--- src/hw/rtl/ths_pkg.sv ---
package ths_pkg;

   localparam int CSR_INDEX_BITS = 3;
   localparam int CSR_DATA_BITS  = 16;

   localparam logic [CSR_INDEX_BITS-1:0] CSR_DRIVE_DUTY    = 3'd0;
   localparam logic [CSR_INDEX_BITS-1:0] CSR_DWELL_TICKS   = 3'd1;
   localparam logic [CSR_INDEX_BITS-1:0] CSR_RESTART_TICKS = 3'd2;
   localparam logic [CSR_INDEX_BITS-1:0] CSR_OFFSET_TWO    = 3'd3;
   localparam logic [CSR_INDEX_BITS-1:0] CSR_OFFSET_ONE    = 3'd4;

   localparam logic [13:0] DUTY_MAX            = 14'd12499;
   localparam logic [13:0] DRIVE_DUTY_RESET    = 14'd999;
   localparam logic [15:0] DWELL_TICKS_RESET   = 16'd2000;
   localparam logic [15:0] RESTART_TICKS_RESET = 16'd10000;
   localparam logic [15:0] OFFSET_TWO_RESET    = 16'd100;
   localparam logic [15:0] OFFSET_ONE_RESET    = 16'd0;

   localparam logic [3:0] PH_SEEK_LEFT_TWO = 4'd0;
   localparam logic [3:0] PH_AXIS_SPAN     = 4'd6;
   localparam logic [3:0] PH_RESTART       = 4'd12;

   localparam logic [2:0] SUB_SEEK_LEFT    = 3'd0;
   localparam logic [2:0] SUB_DWELL_LEFT   = 3'd1;
   localparam logic [2:0] SUB_SEEK_RIGHT   = 3'd2;
   localparam logic [2:0] SUB_DWELL_RIGHT  = 3'd3;
   localparam logic [2:0] SUB_CENTER       = 3'd4;
   localparam logic [2:0] SUB_DWELL_CENTER = 3'd5;

   localparam logic [1:0] STEP_NONE = 2'd0;
   localparam logic [1:0] STEP_UP   = 2'd1;
   localparam logic [1:0] STEP_DOWN = 2'd2;

   typedef struct packed {
      logic enc_one_a;
      logic enc_one_b;
      logic enc_two_a;
      logic enc_two_b;
      logic sw_one_left;
      logic sw_one_right;
      logic sw_two_left;
      logic sw_two_right;
      logic ms_tick;
   } req_type;

   typedef struct packed {
      logic               bridge_one_in1;
      logic               bridge_one_in2;
      logic               bridge_two_in1;
      logic               bridge_two_in2;
      logic [13:0]        duty_one;
      logic [13:0]        duty_two;
      logic signed [31:0] count_one;
      logic signed [31:0] count_two;
      logic signed [31:0] span_one;
      logic signed [31:0] span_two;
      logic [3:0]         phase;
   } rsp_type;

   typedef struct packed {
      logic [1:0] step_one;
      logic [1:0] step_two;
      logic       sw_one_left;
      logic       sw_one_right;
      logic       sw_two_left;
      logic       sw_two_right;
      logic       ms_tick;
   } item_type;

endpackage

--- src/hw/rtl/ths_fifo.sv ---
module ths_fifo #(
   parameter int WIDTH = 8,
   parameter int DEPTH = 2
) (
   input  logic             clock,
   input  logic             reset,
   input  logic             push,
   input  logic [WIDTH-1:0] wdata,
   output logic             full,
   input  logic             pop,
   output logic [WIDTH-1:0] rdata,
   output logic             empty
);

   localparam int PTR_BITS = (DEPTH > 1) ? $clog2(DEPTH) : 1;
   localparam int CNT_BITS = $clog2(DEPTH + 1);

   logic [WIDTH-1:0]    entry_ff [DEPTH];
   logic [PTR_BITS-1:0] wr_ptr_ff, wr_ptr_in;
   logic [PTR_BITS-1:0] rd_ptr_ff, rd_ptr_in;
   logic [CNT_BITS-1:0] count_ff, count_in;
   logic                do_push, do_pop;

   assign full    = (count_ff == CNT_BITS'(DEPTH));
   assign empty   = (count_ff == '0);
   assign do_push = push && !full;
   assign do_pop  = pop && !empty;
   assign rdata   = entry_ff[rd_ptr_ff];

   always_comb begin
      wr_ptr_in = wr_ptr_ff;
      rd_ptr_in = rd_ptr_ff;
      count_in  = count_ff;
      if (do_push) begin
         wr_ptr_in = (wr_ptr_ff == PTR_BITS'(DEPTH - 1)) ? '0 : wr_ptr_ff + 1'b1;
      end
      if (do_pop) begin
         rd_ptr_in = (rd_ptr_ff == PTR_BITS'(DEPTH - 1)) ? '0 : rd_ptr_ff + 1'b1;
      end
      if (do_push && !do_pop) begin
         count_in = count_ff + 1'b1;
      end else if (do_pop && !do_push) begin
         count_in = count_ff - 1'b1;
      end
   end

   always_ff @(posedge clock) begin
      if (reset) begin
         wr_ptr_ff <= '0;
         rd_ptr_ff <= '0;
         count_ff  <= '0;
      end else begin
         wr_ptr_ff <= wr_ptr_in;
         rd_ptr_ff <= rd_ptr_in;
         count_ff  <= count_in;
      end
   end

   always_ff @(posedge clock) begin
      if (do_push) begin
         entry_ff[wr_ptr_ff] <= wdata;
      end
   end

   a_count_bound: assert property (@(posedge clock) disable iff (reset)
      count_ff <= CNT_BITS'(DEPTH))
      else $error("queue count beyond depth");

   a_count_up: assert property (@(posedge clock) disable iff (reset)
      (do_push && !do_pop) |=> count_ff == $past(count_ff) + 1'b1)
      else $error("queue count missed a push");

   a_count_down: assert property (@(posedge clock) disable iff (reset)
      (do_pop && !do_push) |=> count_ff == $past(count_ff) - 1'b1)
      else $error("queue count missed a pop");

endmodule

--- src/hw/rtl/ths_front.sv ---
module ths_front
   import ths_pkg::*;
(
   input  logic     clock,
   input  logic     reset,
   input  logic     accept,
   input  req_type  req_data,
   output item_type item
);

   logic [3:0] prev_ff, prev_in;

   function automatic logic [1:0] quad_step(input logic pa, input logic pb,
                                            input logic a, input logic b);
      logic [1:0] step;
      step = STEP_NONE;
      if (pa != a && pb == b) begin
         step = (a != b) ? STEP_UP : STEP_DOWN;
      end else if (pa == a && pb != b) begin
         step = (a != b) ? STEP_DOWN : STEP_UP;
      end
      return step;
   endfunction

   assign prev_in = {req_data.enc_two_b, req_data.enc_two_a,
                     req_data.enc_one_b, req_data.enc_one_a};

   always_comb begin
      item.step_one     = quad_step(prev_ff[0], prev_ff[1],
                                    req_data.enc_one_a, req_data.enc_one_b);
      item.step_two     = quad_step(prev_ff[2], prev_ff[3],
                                    req_data.enc_two_a, req_data.enc_two_b);
      item.sw_one_left  = req_data.sw_one_left;
      item.sw_one_right = req_data.sw_one_right;
      item.sw_two_left  = req_data.sw_two_left;
      item.sw_two_right = req_data.sw_two_right;
      item.ms_tick      = req_data.ms_tick;
   end

   always_ff @(posedge clock) begin
      if (reset) begin
         prev_ff <= '0;
      end else if (accept) begin
         prev_ff <= prev_in;
      end
   end

endmodule

--- src/hw/rtl/ths_back.sv ---
module ths_back
   import ths_pkg::*;
#(
   parameter int COUNT_BITS = 32
) (
   input  logic                      clock,
   input  logic                      reset,
   input  logic                      csr_wr_en,
   input  logic [CSR_INDEX_BITS-1:0] csr_index,
   input  logic [CSR_DATA_BITS-1:0]  csr_wdata,
   input  logic                      item_valid,
   input  item_type                  item,
   output logic                      item_pop,
   input  logic                      result_full,
   output logic                      result_push,
   output rsp_type                   result
);

   logic [13:0] drive_duty_ff;
   logic [15:0] dwell_ticks_ff;
   logic [15:0] restart_ticks_ff;
   logic [15:0] offset_two_ff;
   logic [15:0] offset_one_ff;

   logic [COUNT_BITS-1:0] pos_one_ff, pos_one_in;
   logic [COUNT_BITS-1:0] pos_two_ff, pos_two_in;
   logic [COUNT_BITS-1:0] travel_one_ff, travel_one_in;
   logic [COUNT_BITS-1:0] travel_two_ff, travel_two_in;
   logic [COUNT_BITS-1:0] middle_one_ff, middle_one_in;
   logic [COUNT_BITS-1:0] middle_two_ff, middle_two_in;
   logic [3:0]            phase_ff, phase_in;
   logic [15:0]           timer_ff, timer_in;

   logic                  fire;
   logic                  ax_two;
   logic [2:0]            sub;
   logic [COUNT_BITS-1:0] sel_pos;
   logic [COUNT_BITS-1:0] sel_mid_mag;
   logic [COUNT_BITS-1:0] sel_off;
   logic                  sel_sw_l;
   logic                  sel_sw_r;
   logic [15:0]           limit;
   logic                  timer_done;
   logic                  go;

   logic                  out_valid;
   logic                  out_ax_two;
   logic [2:0]            out_sub;
   logic                  dir_right;
   logic                  moving;
   logic [13:0]           duty;

   function automatic logic [COUNT_BITS-1:0] mag_of(input logic [COUNT_BITS-1:0] v);
      return v[COUNT_BITS-1] ? (~v + 1'b1) : v;
   endfunction

   function automatic logic [COUNT_BITS-1:0] halve(input logic [COUNT_BITS-1:0] v);
      logic [COUNT_BITS-1:0] half_mag;
      half_mag = mag_of(v) >> 1;
      return v[COUNT_BITS-1] ? (~half_mag + 1'b1) : (v >> 1);
   endfunction

   function automatic logic [COUNT_BITS-1:0] apply_step(input logic [COUNT_BITS-1:0] v,
                                                        input logic [1:0] step);
      logic [COUNT_BITS-1:0] r;
      case (step)
         STEP_UP:   r = v + 1'b1;
         STEP_DOWN: r = v - 1'b1;
         default:   r = v;
      endcase
      return r;
   endfunction

   assign fire        = item_valid && !result_full;
   assign item_pop    = fire;
   assign result_push = fire;

   always_ff @(posedge clock) begin
      if (reset) begin
         drive_duty_ff    <= DRIVE_DUTY_RESET;
         dwell_ticks_ff   <= DWELL_TICKS_RESET;
         restart_ticks_ff <= RESTART_TICKS_RESET;
         offset_two_ff    <= OFFSET_TWO_RESET;
         offset_one_ff    <= OFFSET_ONE_RESET;
      end else if (csr_wr_en) begin
         case (csr_index)
            CSR_DRIVE_DUTY:    drive_duty_ff    <= csr_wdata[13:0];
            CSR_DWELL_TICKS:   dwell_ticks_ff   <= csr_wdata;
            CSR_RESTART_TICKS: restart_ticks_ff <= csr_wdata;
            CSR_OFFSET_TWO:    offset_two_ff    <= csr_wdata;
            CSR_OFFSET_ONE:    offset_one_ff    <= csr_wdata;
            default: begin
            end
         endcase
      end
   end

   always_comb begin
      pos_one_in    = apply_step(pos_one_ff, item.step_one);
      pos_two_in    = apply_step(pos_two_ff, item.step_two);
      travel_one_in = travel_one_ff;
      travel_two_in = travel_two_ff;
      middle_one_in = middle_one_ff;
      middle_two_in = middle_two_ff;
      phase_in      = phase_ff;
      timer_in      = timer_ff;

      ax_two      = (phase_ff < PH_AXIS_SPAN);
      sub         = ax_two ? phase_ff[2:0] : 3'(phase_ff - PH_AXIS_SPAN);
      sel_pos     = ax_two ? pos_two_in : pos_one_in;
      sel_mid_mag = mag_of(ax_two ? middle_two_ff : middle_one_ff);
      sel_off     = COUNT_BITS'(ax_two ? offset_two_ff : offset_one_ff);
      sel_sw_l    = ax_two ? item.sw_two_left : item.sw_one_left;
      sel_sw_r    = ax_two ? item.sw_two_right : item.sw_one_right;
      limit       = (phase_ff == PH_RESTART) ? restart_ticks_ff : dwell_ticks_ff;
      timer_done  = (timer_ff >= limit);
      go          = (sel_mid_mag > sel_off) && (mag_of(sel_pos) < sel_mid_mag - sel_off)
                    && sel_sw_l;

      if (phase_ff < PH_RESTART) begin
         case (sub)
            SUB_SEEK_LEFT: begin
               if (!sel_sw_l) begin
                  if (ax_two) begin
                     pos_two_in    = '0;
                     travel_two_in = '0;
                  end else begin
                     pos_one_in    = '0;
                     travel_one_in = '0;
                  end
                  timer_in = '0;
                  phase_in = phase_ff + 1'b1;
               end
            end
            SUB_SEEK_RIGHT: begin
               if (!sel_sw_r) begin
                  if (ax_two) begin
                     travel_two_in = sel_pos;
                     middle_two_in = halve(sel_pos);
                  end else begin
                     travel_one_in = sel_pos;
                     middle_one_in = halve(sel_pos);
                  end
                  timer_in = '0;
                  phase_in = phase_ff + 1'b1;
               end
            end
            SUB_CENTER: begin
               if (!go) begin
                  timer_in = '0;
                  phase_in = phase_ff + 1'b1;
               end
            end
            default: begin
               if (timer_done) begin
                  timer_in = '0;
                  phase_in = phase_ff + 1'b1;
                  if (sub == SUB_DWELL_RIGHT) begin
                     if (ax_two) begin
                        pos_two_in = '0;
                     end else begin
                        pos_one_in = '0;
                     end
                  end else if (sub == SUB_DWELL_CENTER && ax_two) begin
                     pos_one_in = '0;
                  end
               end else if (item.ms_tick) begin
                  timer_in = timer_ff + 16'd1;
               end
            end
         endcase
      end else if (phase_ff == PH_RESTART) begin
         if (timer_done) begin
            timer_in   = '0;
            pos_two_in = '0;
            phase_in   = PH_SEEK_LEFT_TWO;
         end else if (item.ms_tick) begin
            timer_in = timer_ff + 16'd1;
         end
      end else begin
         timer_in = '0;
         phase_in = PH_SEEK_LEFT_TWO;
      end
   end

   // direction and drive follow the phase after this step
   always_comb begin
      out_valid = (phase_in <= PH_RESTART);
      if (phase_in == PH_RESTART) begin
         out_ax_two = 1'b0;
         out_sub    = SUB_DWELL_CENTER;
      end else if (phase_in < PH_AXIS_SPAN) begin
         out_ax_two = 1'b1;
         out_sub    = phase_in[2:0];
      end else begin
         out_ax_two = 1'b0;
         out_sub    = 3'(phase_in - PH_AXIS_SPAN);
      end
      dir_right = (out_sub inside {SUB_SEEK_RIGHT, SUB_DWELL_RIGHT});
      moving    = out_valid && (out_sub inside {SUB_SEEK_LEFT, SUB_SEEK_RIGHT, SUB_CENTER});
      duty      = (drive_duty_ff > DUTY_MAX) ? DUTY_MAX : drive_duty_ff;

      result.bridge_one_in1 = out_valid && !out_ax_two && dir_right;
      result.bridge_one_in2 = out_valid && !out_ax_two && !dir_right;
      result.bridge_two_in1 = out_valid && out_ax_two && dir_right;
      result.bridge_two_in2 = out_valid && out_ax_two && !dir_right;
      result.duty_one       = (moving && !out_ax_two) ? duty : '0;
      result.duty_two       = (moving && out_ax_two) ? duty : '0;
      result.count_one      = 32'(signed'(pos_one_in));
      result.count_two      = 32'(signed'(pos_two_in));
      result.span_one       = 32'(signed'(travel_one_in));
      result.span_two       = 32'(signed'(travel_two_in));
      result.phase          = phase_in;
   end

   always_ff @(posedge clock) begin
      if (reset) begin
         pos_one_ff    <= '0;
         pos_two_ff    <= '0;
         travel_one_ff <= '0;
         travel_two_ff <= '0;
         middle_one_ff <= '0;
         middle_two_ff <= '0;
         phase_ff      <= PH_SEEK_LEFT_TWO;
         timer_ff      <= '0;
      end else if (fire) begin
         pos_one_ff    <= pos_one_in;
         pos_two_ff    <= pos_two_in;
         travel_one_ff <= travel_one_in;
         travel_two_ff <= travel_two_in;
         middle_one_ff <= middle_one_in;
         middle_two_ff <= middle_two_in;
         phase_ff      <= phase_in;
         timer_ff      <= timer_in;
      end
   end

   a_phase_range: assert property (@(posedge clock) disable iff (reset)
      phase_ff <= PH_RESTART)
      else $error("sequencer left its phase range");

   a_timer_idle_in_moves: assert property (@(posedge clock) disable iff (reset)
      (phase_ff < PH_RESTART && (sub == SUB_SEEK_LEFT || sub == SUB_SEEK_RIGHT ||
                                 sub == SUB_CENTER)) |-> timer_ff == '0)
      else $error("wait timer running during a move");

   a_one_axis_driven: assert property (@(posedge clock) disable iff (reset)
      !(result.duty_one != '0 && result.duty_two != '0))
      else $error("both axes driven at once");

endmodule

--- src/hw/rtl/two_axis_homing_sequencer_top.sv ---
// two-axis homing sequencer with x4 quadrature counting
// request side: req_data carries one sample of encoder lines, limit
//   switches and the ms tick; it is taken at an edge with req_push high
//   and req_full low
// response side: one response per request, in order; rsp_data is valid
//   while rsp_empty is low and is taken at an edge with rsp_pop high
// csr side: csr_wr_en writes csr_wdata to register csr_index at once;
//   write only while no request is in flight
// latency: a request taken at edge n is visible on rsp_data after edge
//   n + 1; throughput one request per cycle, set by the single-cycle
//   sequencer step in the back end
// reset clears both queues, counts, spans and phase, and loads the
//   register defaults
// a stalled response side fills the response queue, which stops the
//   back end; the request queue then fills and req_full rises
module two_axis_homing_sequencer_top
   import ths_pkg::*;
#(
   parameter int COUNT_BITS  = 32,
   parameter int QUEUE_DEPTH = 2
) (
   input  logic                      clock,
   input  logic                      reset,
   input  logic                      req_push,
   output logic                      req_full,
   input  req_type                   req_data,
   output logic                      rsp_empty,
   input  logic                      rsp_pop,
   output rsp_type                   rsp_data,
   input  logic                      csr_wr_en,
   input  logic [CSR_INDEX_BITS-1:0] csr_index,
   input  logic [CSR_DATA_BITS-1:0]  csr_wdata
);

   logic     req_accept;
   item_type front_item;
   item_type back_item;
   logic     item_empty;
   logic     item_pop;
   logic     result_full;
   logic     result_push;
   rsp_type  result;

   assign req_accept = req_push && !req_full;

   ths_front u_front (
      .clock    (clock),
      .reset    (reset),
      .accept   (req_accept),
      .req_data (req_data),
      .item     (front_item)
   );

   ths_fifo #(
      .WIDTH ($bits(item_type)),
      .DEPTH (QUEUE_DEPTH)
   ) u_item_queue (
      .clock (clock),
      .reset (reset),
      .push  (req_push),
      .wdata (front_item),
      .full  (req_full),
      .pop   (item_pop),
      .rdata (back_item),
      .empty (item_empty)
   );

   ths_back #(
      .COUNT_BITS (COUNT_BITS)
   ) u_back (
      .clock       (clock),
      .reset       (reset),
      .csr_wr_en   (csr_wr_en),
      .csr_index   (csr_index),
      .csr_wdata   (csr_wdata),
      .item_valid  (!item_empty),
      .item        (back_item),
      .item_pop    (item_pop),
      .result_full (result_full),
      .result_push (result_push),
      .result      (result)
   );

   ths_fifo #(
      .WIDTH ($bits(rsp_type)),
      .DEPTH (QUEUE_DEPTH)
   ) u_rsp_queue (
      .clock (clock),
      .reset (reset),
      .push  (result_push),
      .wdata (result),
      .full  (result_full),
      .pop   (rsp_pop),
      .rdata (rsp_data),
      .empty (rsp_empty)
   );

endmodule

--- config.mk ---
export PLATFORM = sky130hd
export DESIGN_NAME = two_axis_homing_sequencer_top
export DESIGN_NICKNAME = d
export VERILOG_FILES = /design/src/hw/rtl/ths_pkg.sv /design/src/hw/rtl/ths_fifo.sv /design/src/hw/rtl/ths_front.sv /design/src/hw/rtl/ths_back.sv /design/src/hw/rtl/two_axis_homing_sequencer_top.sv
export SDC_FILE = /design/constraint.sdc
export NUM_CORES = 2
export LEC_CHECK = 0
export ABC_AREA = 1
export BUFFER_PORTS_ARGS = -buffer_cell sky130_fd_sc_hd__buf_2
export CAP_MARGIN = 20
export CORE_MARGIN = 5
export CORE_UTILIZATION = 62
export DETAILED_ROUTE_END_ITERATION = 10
export PLACE_DENSITY = 0.86
export SLEW_MARGIN = 20
export SYNTH_ARGS = -nofsm -noshare
export SYNTH_HDL_FRONTEND = slang
export SYNTH_HIERARCHICAL = 1
export SYNTH_SLANG_ARGS = --single-unit
export TNS_END_PERCENT = 30
--- constraint.sdc ---
create_clock -name clock -period 11.07 [get_ports clock]
set_clock_uncertainty 0.15 [all_clocks]
set_input_delay 3.321 -clock clock [delete_from_list [all_inputs] [get_ports clock]]
set_output_delay 3.321 -clock clock [all_outputs]
set_load 0.01 [all_outputs]
# After elaboration in Yosys (flattened, before gate mapping)
# Memory sizes are Yosys's and may differ from the RTL's. A register that Yosys moved wholly into a read port is not among the register bits.
# Index checks and enable logic that the tools add are counted.
# totals
reg_bits,302
ram_bits,346
inputBits,33
output_inout_bits,166
memories,2
# memory_table
memory,depth,width,read_ports,rd_clocked_by_memory_dff,wr,line_no,text
u_rsp_queue.entry_ff,2,164,1,1,1,ths_fifo.sv:18,logic [WIDTH-1:0] entry_ff [DEPTH];
u_item_queue.entry_ff,2,9,1,1,1,ths_fifo.sv:18,
# op_classes
add_sub_neg,20
magnitude_cmp,8
n_eq_ne,32
muxes,86
bitwise,5
n_reduce_logical,53
# ops
cell,n
32-bit 2-to-1 mux,28
32-bit one-hot mux with 2 select lines,6
"32-bit by 1-bit adder with 32-bit output, second input constant",5
16-bit 2-to-1 mux,9
32-bit NOT,2
"32-bit by 1-bit subtractor with 32-bit output, second input constant",2
16-bit one-hot mux with 3 select lines,1
14-bit 2-to-1 mux,3
32-bit greater-than comparator,1
32-bit < comparator,1
31-bit NOT with 32-bit output,1
32-bit subtractor,1
4-bit 2-to-1 mux,7
1-bit logical AND,25
2-bit 2-to-1 mux,12
"3-bit by 2-bit equality test with 1-bit output, second input constant",6
"16-bit by 1-bit adder with 16-bit output, second input constant",1
16-bit greater-or-equal comparator,1
1-bit 2-to-1 mux,16
"14-bit greater-than comparator, second input constant",1
"3-bit equality test, second input constant",4
4-bit one-hot mux with 3 select lines,1
1-bit zero test,10
2-bit AND reduction,5
24 further kinds,55

# Depth between registers and ports, before layout
# logic_depth
word_depth,20
depth_mapped,52
mapped_depth_nobuf,49

# Cells and area by module
# The synthesis kept the hierarchy.
# modules_own_cells
mod,instances,cells_each,area_per_inst_um2
ths_back,1,4498,25747.2
ths_fifo (u_rsp_queue),1,547,12174.2
ths_fifo (u_item_queue),1,65,899.6
ths_front,1,74,395.4
two_axis_homing_sequencer_top,1,3,13.8

# Least setup slack after synthesis
# Ideal clock, no wire load.
# synth_timing
path_kind,flip-flop to flip-flop
from,register u_item_queue.count_ff[0]
to,"memory u_rsp_queue/entry_ff[0][0] (netlist name), enable pin"
setup_ps,690
arrival_ps,8331
required_ps,10230
setup_slack_ps,1899
stages_incl_launch_ff,9
n_path_buf,2
period_less_slack_ps,9171
path_cell_list,dfxtp_1 nor2_1 inv_1 inv_1 nor2_1 clkbuf_1 buf_4 o21ai_1 nor2_1
# synth_via
elab_chain_cells,6
# synth_rtl
item,line_no,text
from (decl),ths_fifo.sv:21,"logic [CNT_BITS-1:0] count_ff, count_in;"
from (signal assigned),ths_fifo.sv:55,count_ff <= count_in;
2-bit zero test,ths_fifo.sv:25,assign empty = (count_ff == '0);
via item_empty,two_axis_homing_sequencer_top.sv:38,logic item_empty;
1-bit zero test,two_axis_homing_sequencer_top.sv:76,".item_valid (!item_empty),"
1-bit logical AND,ths_back.sv:74,assign fire = item_valid && !result_full;
via item_pop,two_axis_homing_sequencer_top.sv:39,logic item_pop;
1-bit logical AND,ths_fifo.sv:26,assign do_push = push && !full;
1-bit 2-to-1 mux,ths_fifo.sv:60,if (do_push) begin
1-bit 2-to-1 mux (not written as such),ths_fifo.sv:61,entry_ff[wr_ptr_ff] <= wdata;
to (decl),ths_fifo.sv:18,
# The timed path passes the listed nets, and every way through them passes these cells.

==> flow_summary.yaml <==
outcome:
  status: "complete, no violations"
placement:
  pre_cts_slack_ns: 2.91
  gp_congestion: 1.03
  port_buffers: 198
  place_area_mm2: 0.0404
  dpl.hpwl_um: 84300
logic_synthesis:
  synth.avg_cell_area_um2: 7.56
  synth_top_cell_by_area: "edfxtp_1"
  syn_area_mm2: 0.0392
  ys_ff_latch: 650
  synth_area_leaders: "edfxtp_1, dfxtp_1, nand2_1, inv_1, nor2_1"
  async_reset_ff_share_pct: 0
  seq_area_frac_synth_pct: 42.0
  netlist.area_leader.share_pct: 26.5
  synth_cell_types: 63
  syn-num-nets: 5300
  synth-edff-count: 346
  synth-main-ff-cell: "edfxtp_1"
  syn_inst: 5187
  yosysWarnings: 6
clock_tree:
  post-cts-setup-buffers: 0
  ctsHoldBuffers: 0
  clockBufferDepth: 3
  cts_tree: "done"
  numCtsBuffers: 69
  ctsResizeCount: 0
  path_clk_slew_ns: 0.06
  cts_root_buf: "clkbuf_16"
  insertion_delay_ns: 0.63
  cts_htree_levels: 3
  cts_num_sinks: 650
timing:
  slew_viol_final: 0
  fmax_mhz: 119
  tightest_slew_ns: 1.16
  fin_crit_ns: 8.42
  rsz0062_at_grt: "false"
  hold_viol: 0
  max_slew_margin_pct: 22.5
  setup_viol_count_final: 0
  fin_setup_tns_ns: 0
  worst_slack_ns: 2.65
  hold_slack_ns: 0.304
  post-route-period-util_pct: 76.0
setup_path:
  start_kind: "flop"
  crit_arrival_ns: 8.69
  setup.worst_path.class: "reg2reg"
  cpMaxStageDelayCell: "ha_2"
  crit_fanout: 33
  required_ns: 11.35
  crit_path_end_kind: "flop"
  cpPeakStageDelay_ns: 0.64
  cp_common_cell: "nand2_1"
floorplan:
  dieWidth_um: 262
  die_height_um: 262
  row_count: 92
  die_area_mm2: 0.0684
  fp.coreArea_mm2: 0.0629
  io_pins: 199
  start_util_pct: 62.4
finish:
  seqCellArea_mm2: 0.0165
  fillers: 5094
  nets: 5387
  stdcell_area_mm2: 0.0427
  drive_above_1_share_pct: 13.7
  multi_input_area_mm2: 0.0189
  area_growth_pct: 8.86
global_routing:
  grt_pass1_vias: 33360
  antenna_found_initial: 2
  grt_max_degree: 148
  grtUsageTotal_pct: 33.7
  grt_pass1_wl_um: 183000
  gr-total-overflow: 0
detailed_routing:
  avgViaCountPerCell: 5.92
  drt-total-wl_um: 120000
  ant_nets: 0
  drt_first_iter_violations: 4812
  dr.pass1.iters: 8
  drc: 0
  wire_per_inst_um: 19.4
  via_count: 36560
worst_hold_path:
  hp-class: "reg2reg"
flow_run:
  cap_violations: 0
-- state kept, by name, indices dropped and copies added, names as in the netlist, 16 cells and up, named ones only --
signal / flops
u_back/pos_two_ff: 32
u_back/restart_ticks_ff: 16
u_back/middle_one_ff: 32
u_back/middle_two_ff: 32
u_back/travel_two_ff: 32
u_rsp_queue/entry_ff: 328
u_item_queue/entry_ff: 18
u_back/travel_one_ff: 32
u_back/offset_one_ff: 16
u_back/timer_ff: 16
u_back/offset_two_ff: 16
u_back/dwell_ticks_ff: 16
u_back/pos_one_ff: 32
-- worst max-delay path: cells and delay by family (launching register included) --
kind | cells | cell delay, ns
adder cells (fa/ha/maj) | 3 | 1.15
flip-flops | 1 | 0.55
AND/OR/NAND/NOR | 29 | 4.41
buffers and inverters | 5 | 0.53
AO/OA/AOI/OAI | 4 | 0.96
multiplexers | 1 | 0.39
-- worst paths after layout --
| path | end | slack (ns) | cells past startpoint | start |
|---|---|---|---|---|
| worst max-delay path | u_rsp_queue/entry_ff[0][159] | 2.65 | 42 | flop |
| worst min-delay path | u_back/offset_two_ff[7] | 0.30 | 2 | u_back/offset_two_ff[7] |
| worst max register to register | u_rsp_queue/entry_ff[0][159] | 2.65 | 42 | flop |
| worst min register to register | u_back/offset_two_ff[7] | 0.30 | 2 | u_back/offset_two_ff[7] |
-- cell usage after synthesis (9+ instances only) --
master / count
buf_6: 22
dfxtp_1: 304
xnor2_1: 28
inv_2: 33
nand2_1: 1182
a211oi_1: 24
nor4_1: 12
nor3_1: 27
buf_1: 13
nand3_2: 12
o22ai_1: 62
or2_2: 14
nor2_2: 48
a21oi_2: 13
o21ai_1: 28
nor2_1: 568
mux2i_1: 19
inv_1: 683
buf_2: 21
clkinv_1: 10
nand3_1: 365
clkbuf_1: 127
a21oi_1: 325
buf_4: 15
ha_1: 79
xor2_1: 69
edfxtp_1: 346
o211ai_1: 11
nand4_1: 52
o21ai_2: 14
clkbuf_8: 13
o21bai_1: 9
nand2_2: 46
mux2_2: 173
o21ai_0: 349
a31oi_1: 9
-- cell usage in the layout (no fill, tap or decap), types with 13 or more instances in the layout --
cell type,count
inv_2,34
ha_1,77
a21oi_2,13
nand4_1,52
or2_2,14
a21oi_1,325
xnor2_1,28
nor3_1,27
nor2_1,561
a211oi_1,24
o22ai_1,62
o21ai_1,28
mux2_2,173
nand2_1,1181
clkinv_1,17
nor2_2,51
nand2_2,47
mux2i_1,19
inv_1,681
buf_2,197
o21ai_0,349
xor2_1,69
nand3_1,365
buf_4,29
o21ai_2,14
edfxtp_1,346
clkbuf_16,70
dfxtp_1,303
-- stage by stage --
| step | util [%] | instances |
|---|---|---|
| final | 67.9 | 6177 |
| after CTS | 67.9 | 6176 |
| after global placement | 64.3 | 6049 |
| after floorplan | - | 5187 |
| after detailed placement | 64.3 | 6049 |
| after global routing | 67.9 | 6176 |
-- kinds of logic after synthesis --
| family | after synthesis | share of synthesized area (%) |
|---|---|---|
| AOI/OAI and AO/OA | 864 | 12.0 |
| xor gates and xnor gates | 102 | 2.37 |
| adders and majority gates | 80 | 2.57 |
| buffers and inverters | 941 | 10.1 |
| DFF | 650 | 42.0 |
| muxes | 192 | 5.45 |
| and+or+nand+nor | 2358 | 25.6 |
-- layout make-up --
cell class,count,share of cell area (%)
Antenna cell,1,0.00586
Clock buffer,85,4.30
Clock inverter,42,1.08
Inverter,727,6.41
Multi-Input combinational cell,3596,44.1
Sequential cell,650,38.6
Tap cell,846,2.48
Timing Repair Buffer,230,2.99
-- routing by layer --
metal / global-route usage [%] / vias to the layer above / part of all wire, % / routed length [um]
met2: 52.2 / 2132 / 44 / 52900
li1: - / 17170 / - / -
met1: 47.1 / 16938 / 40 / 48100
met5: 0 / - / 0 / 0
met3: 6.27 / 320 / 11 / 13400
met4: 13.9 / 0 / 4.4 / 5210
Power is not shown: default switching activity piles up to over one toggle a cycle in this logic, so the estimate is an artifact.
